<file path="src/hdl/lt_pkg.sv">
// Shared types, constants and index tables for the two-view triangulation block.
`default_nettype none
package lt_pkg;

  localparam int SysW = 33;   // system entry, exact at scale 2^16
  localparam int NrmW = 68;   // normal matrix and right side entries
  localparam int CofW = 136;  // 2x2 cofactors
  localparam int AccW = 206;  // 3x3 determinants
  localparam int MagW = 68;   // multiplier magnitude, bit-serial
  localparam int RemW = 240;  // divider remainder and shifted divisor
  localparam int QuoW = 33;   // quotient with overflow bit on top

  localparam logic [2:0] REG_CAM1_ROW0 = 3'd0;
  localparam logic [2:0] REG_CAM1_ROW1 = 3'd1;
  localparam logic [2:0] REG_CAM1_ROW2 = 3'd2;
  localparam logic [2:0] REG_CAM2_ROW0 = 3'd3;
  localparam logic [2:0] REG_CAM2_ROW1 = 3'd4;
  localparam logic [2:0] REG_CAM2_ROW2 = 3'd5;

  localparam logic [63:0] ROW0_RST = 64'h0000_0000_0000_1000;
  localparam logic [63:0] ROW1_RST = 64'h0000_0000_1000_0000;
  localparam logic [63:0] ROW2_RST = 64'h0000_1000_0000_0000;

  typedef struct packed {
    logic [15:0] first_x;
    logic [15:0] first_y;
    logic [15:0] second_x;
    logic [15:0] second_y;
  } pair_t;

  typedef struct packed {
    logic signed [31:0] point_x;
    logic signed [31:0] point_y;
    logic signed [31:0] point_z;
    logic               degenerate;
  } point_t;

  typedef logic signed [SysW-1:0] sys_t;

  typedef struct packed {
    sys_t [2:0] a;
    sys_t       h;
  } sys_row_t;

  typedef struct packed {
    sys_row_t [3:0] rows;
  } sys_item_t;

  typedef enum logic [3:0] {
    ST_IDLE,
    ST_OPA,
    ST_OPB,
    ST_RUN,
    ST_STORE,
    ST_DIV_INIT,
    ST_DIV_RUN,
    ST_SAT,
    ST_RESULT
  } state_t;

  function automatic logic signed [15:0] cam_entry(input logic [63:0] row,
                                                   input logic [1:0] k);
    return row[16*k +: 16];
  endfunction

  function automatic logic signed [AccW-1:0] ext_sys(input logic signed [SysW-1:0] v);
    return AccW'(v);
  endfunction

  function automatic logic signed [AccW-1:0] ext_nrm(input logic signed [NrmW-1:0] v);
    return AccW'(v);
  endfunction

  function automatic logic signed [AccW-1:0] ext_cof(input logic signed [CofW-1:0] v);
    return AccW'(v);
  endfunction

  // first factor of cofactor products
  function automatic logic [3:0] a_idx(input logic [3:0] op);
    case (op)
      4'd0: return 4'd4;
      4'd1: return 4'd5;
      4'd2: return 4'd3;
      4'd3: return 4'd5;
      4'd4: return 4'd3;
      4'd5: return 4'd4;
      default: return 4'd0;
    endcase
  endfunction

  // second factor of cofactor products
  function automatic logic [3:0] b_idx(input logic [3:0] op);
    case (op)
      4'd0: return 4'd8;
      4'd1: return 4'd7;
      4'd2: return 4'd8;
      4'd3: return 4'd6;
      4'd4: return 4'd7;
      4'd5: return 4'd6;
      default: return 4'd0;
    endcase
  endfunction

  function automatic logic [1:0] idx_row(input logic [3:0] idx);
    case (idx)
      4'd0, 4'd1, 4'd2: return 2'd0;
      4'd3, 4'd4, 4'd5: return 2'd1;
      default:          return 2'd2;
    endcase
  endfunction

  function automatic logic [1:0] idx_col(input logic [3:0] idx);
    case (idx)
      4'd0, 4'd3, 4'd6: return 2'd0;
      4'd1, 4'd4, 4'd7: return 2'd1;
      default:          return 2'd2;
    endcase
  endfunction

  // normal phase targets: six unique matrix entries, then three right side entries
  function automatic logic [1:0] tgt_col_a(input logic [3:0] tgt);
    case (tgt)
      4'd0, 4'd1, 4'd2, 4'd6: return 2'd0;
      4'd3, 4'd4, 4'd7:       return 2'd1;
      default:                return 2'd2;
    endcase
  endfunction

  function automatic logic [1:0] tgt_col_b(input logic [3:0] tgt);
    case (tgt)
      4'd0:       return 2'd0;
      4'd1, 4'd3: return 2'd1;
      default:    return 2'd2;
    endcase
  endfunction

  function automatic logic [3:0] tgt_ia(input logic [3:0] tgt);
    case (tgt)
      4'd0: return 4'd0;
      4'd1: return 4'd1;
      4'd2: return 4'd2;
      4'd3: return 4'd4;
      4'd4: return 4'd5;
      default: return 4'd8;
    endcase
  endfunction

  function automatic logic [3:0] tgt_ib(input logic [3:0] tgt);
    case (tgt)
      4'd0: return 4'd0;
      4'd1: return 4'd3;
      4'd2: return 4'd6;
      4'd3: return 4'd4;
      4'd4: return 4'd7;
      default: return 4'd8;
    endcase
  endfunction

endpackage
`default_nettype wire

</file>
<file path="src/hdl/lt_queue.sv">
// Two-entry queue of built systems between the front end and the solver.
`default_nettype none
module lt_queue (
  input  wire logic              clk,
  input  wire logic              rst,
  input  wire logic              push,
  input  wire lt_pkg::sys_item_t push_item,
  output logic                   space,
  input  wire logic              pop,
  output lt_pkg::sys_item_t      pop_item,
  output logic                   avail
);
  import lt_pkg::*;

  sys_item_t  slot [2];
  logic [1:0] count;
  logic       wr, rd;

  assign space    = (count != 2'd2);
  assign avail    = (count != 2'd0);
  assign pop_item = slot[rd];

  always_ff @(posedge clk) begin
    if (rst) begin
      count <= 2'd0;
      wr    <= 1'b0;
      rd    <= 1'b0;
    end else begin
      if (push) wr <= !wr;
      if (pop)  rd <= !rd;
      case ({push, pop})
        2'b10:   count <= count + 2'd1;
        2'b01:   count <= count - 2'd1;
        default: count <= count;
      endcase
    end
  end

  always_ff @(posedge clk) begin
    if (push) begin
      slot[wr] <= push_item;
    end
  end

endmodule
`default_nettype wire

</file>
<file path="config.mk">
export PLATFORM = sky130hd
export DESIGN_NAME = lt_queue
export DESIGN_NICKNAME = d
export VERILOG_FILES = /design/src/hdl/lt_pkg.sv /design/src/hdl/lt_queue.sv
export SDC_FILE = /design/constraint.sdc
export NUM_CORES = 1
export LEC_CHECK = 0
export ABC_CLOCK_PERIOD_IN_PS = 26400
export BUFFER_PORTS_ARGS = -buffer_cell sky130_fd_sc_hd__buf_4
export CORE_AREA = 10 10 405 407
export DETAILED_ROUTE_END_ITERATION = 7
export DIE_AREA = 0 0 415 417
export GPL_TIMING_DRIVEN = 0
export HOLD_SLACK_MARGIN = 0.02
export PLACE_DENSITY = 0.51
export SLEW_MARGIN = 20
export SYNTH_ARGS = -nofsm -noshare
export SYNTH_HDL_FRONTEND = slang
export SYNTH_SLANG_ARGS = --single-unit
</file>
<file path="constraint.sdc">
create_clock -name clk -period 26.4 [get_ports clk]
set_clock_uncertainty 0.15 [all_clocks]
set_input_delay 2.64 -clock clk [delete_from_list [all_inputs] [get_ports clk]]
set_output_delay 2.64 -clock clk [all_outputs]
set_load 0.05 [all_outputs]
</file>
==> flow_summary.toml <==
[sta]
fin_ws_ps = 21120
maxSlewHeadroom_pct = 58.3
setup_violations = 0
slew_viol_final = 0
period_share_pct = 20.0
worst_pin_slew_ps = 624
final_hold_viol_count = 0
min_period_ps = 5280
fmax_mhz = 189
grt_setup_unrepaired = "no"

[floorplan]
rows = 145
dieWidth_um = 415
start_util_pct = 24.7
dieHeight_um = 417
dieArea_mm2 = 0.173
pin_count = 1062
core_area_mm2 = 0.156

[clocking]
cts_buffers = 117
cts.clk_slew.worst_paths_ps = 50
clockBufferDepth = 3
ctsHoldBuffers = 0
cts.sinks = 1061
insertion_delay_ps = 710
htree_levels = 3
cts_tree = "yes"
post_cts_resize_count = 0
postCtsSetupBuffers = 0
ctsRootBufferMaster = "clkbuf_16"

[global_routing]
grt_max_degree = 49
grt_pass1_vias = 21489
grt_antenna_before_repair = 18
grt_pass1_wl_um = 170000
grt_remaining_overflow = 0
grt_usage_pct = 13.9

[synthesis]
postSynthAreaPerCell_um2 = 23.1
ys_top_cells_by_count = "edfxtp_1 (1,056), mux2_2 (527), buf_6 (58)"
yosysSeqAreaShare_pct = 82.6
yosysTopAreaCell = "edfxtp_1"
synth_seq_cells = 1061
synth_edf_count = 1056
synthArstFlopShare_pct = 0
syn-instance-count = 1665
yosys.area.top_type_share_pct = 82.3
synth-main-ff-cell = "edfxtp_1"
synth_area_leaders = "edfxtp_1 (82%), mux2_2 (15%), buf_6 (1.7%)"
synth.most_common_cell = "edfxtp_1"
syn_area_mm2 = 0.0385
synth_nets = 2198
synth.distinct_cells = 17
yosysWarnings = 0

[place]
place_hpwl_um = 99600
place_congestion = 0.843
io_buffers = 1061
pre_cts_ws_ps = 20920

[drt]
viasPerCell = 4.06
antenna_left = 0
drtIter0Drc = 1036
routed_wl_um = 127000
vias = 20524
remaining_drc_errors = 0
routedWlPerCell_um = 25.2
drt-pass1-iter-count = 5

[power_and_ir_drop]
finalPower_uw = 4380
power_density_mw_per_mm2 = 81.4
power_switching_share_pct = 28.6
power_frac_seq_pct = 45.4
internal_power_uw = 3130
p_leak_uw = 0.0196
power_frac_clock_pct = 35.1
share_comb_of_total_power_pct = 19.5
p_sw_uw = 1250
ir_drop_mv = 0.0525

[critical_path]
worst-setup-path-type = "register to output pin"
cp-end-kind = "output pin"
required_ps = 23610
crit_fanout = 10
cp.arrival_ps = 2490
start_kind = "register"

[finish]
area_growth_pct = 39.5
final_nets = 3420
drive_gt1_share_pct = 61.9

[run]
cap_violations = 0

[min_path]
hold_path_class = "register to register"

[status]
status = "finished clean"
## cell type report
cell class	count	area [µm²]
inverter	1	3.75
multi-input combinational	544	6060
clock inverter	68	534
antenna	7	17.5
sequential	1061	31800
clock buffer	151	3100
timing repair buffer	1103	8980
fill	15036	102000
buffer	59	661
tap	2058	2570
## sequential cells by signal (all words and copies together), names as in the netlist, named ones only
register	flops
slot	1056
count	2
rd	1
wr	1
## path summary, 6_finish.rpt
check	start	to	slack (ps)	cells after the start
min reg2reg	count[1]$_SDFFE_PP0P_	count[1]$_SDFFE_PP0P_	350	2
max	register	pop_item[254]	21120	5
max reg2reg	wr$_SDFFE_PP0P_	slot[0][406]$_DFFE_PP_	23410	9
min	count[1]$_SDFFE_PP0P_	count[1]$_SDFFE_PP0P_	350	2
## power groups by stage
stage          sequential, µW  clock, µW  combinational (µW)
3_5_place_dp             2020          0                 868
6_report                 1990       1540                 854
5_1_grt                  1990       1660                 888
2_1_floorplan            2090          0                 513
3_3_place_gp             2150          0                 836
4_1_cts                  1990       1600                 870
## worst max-delay path, stage by stage, from the launching register on
cell	delay [ps]
dfxtp_1	300
buf_4	230
buf_6	290
buf_6	240
mux2_2	440
buf_4	220
## per-stage QoR
step	util (%)	cell area [µm²]	instances	hold WS (ps)	setup TNS, ps
floorplan	-	38500	1665	311	0
global placement	31.5	49100	4784	341	-8823470
detailed placement	32.2	50100	4826	347	0
CTS	34.5	53700	5045	356	0
global route	34.5	53700	5051	397	0
finish	34.5	53700	5052	353	0
## layer usage
metal	GRT usage (%)	share of wire (%)	vias to the layer above
li1	-	-	9165
met1	15.1	37	10502
met2	25.0	52	651
met3	5.27	7.8	188
met4	4.05	2.7	18
met5	0	0.086	-
## kinds of logic after synthesis
group / share of synthesized area [%]
DFF: 82.6
and+or+nand+nor: 0.114
buffers and inverters: 1.72
xor gates and xnor gates: 0.0910
muxes: 15.4
adders and majority gates: 0.0325
AOI/OAI and AO/OA: 0.0260
## layout by cell type (no fill, tap or decap), drive strengths merged, types with 3 or more instances in the layout
cell type and count:
clkinv 57, diode 7, xnor2 3, mux2 528, dfxtp 5, inv 7, buf 1162, bufinv 4
clkbuf 151, nor2 5, edfxtp 1056
No activity file was read; power rests on OpenSTA's default activity.
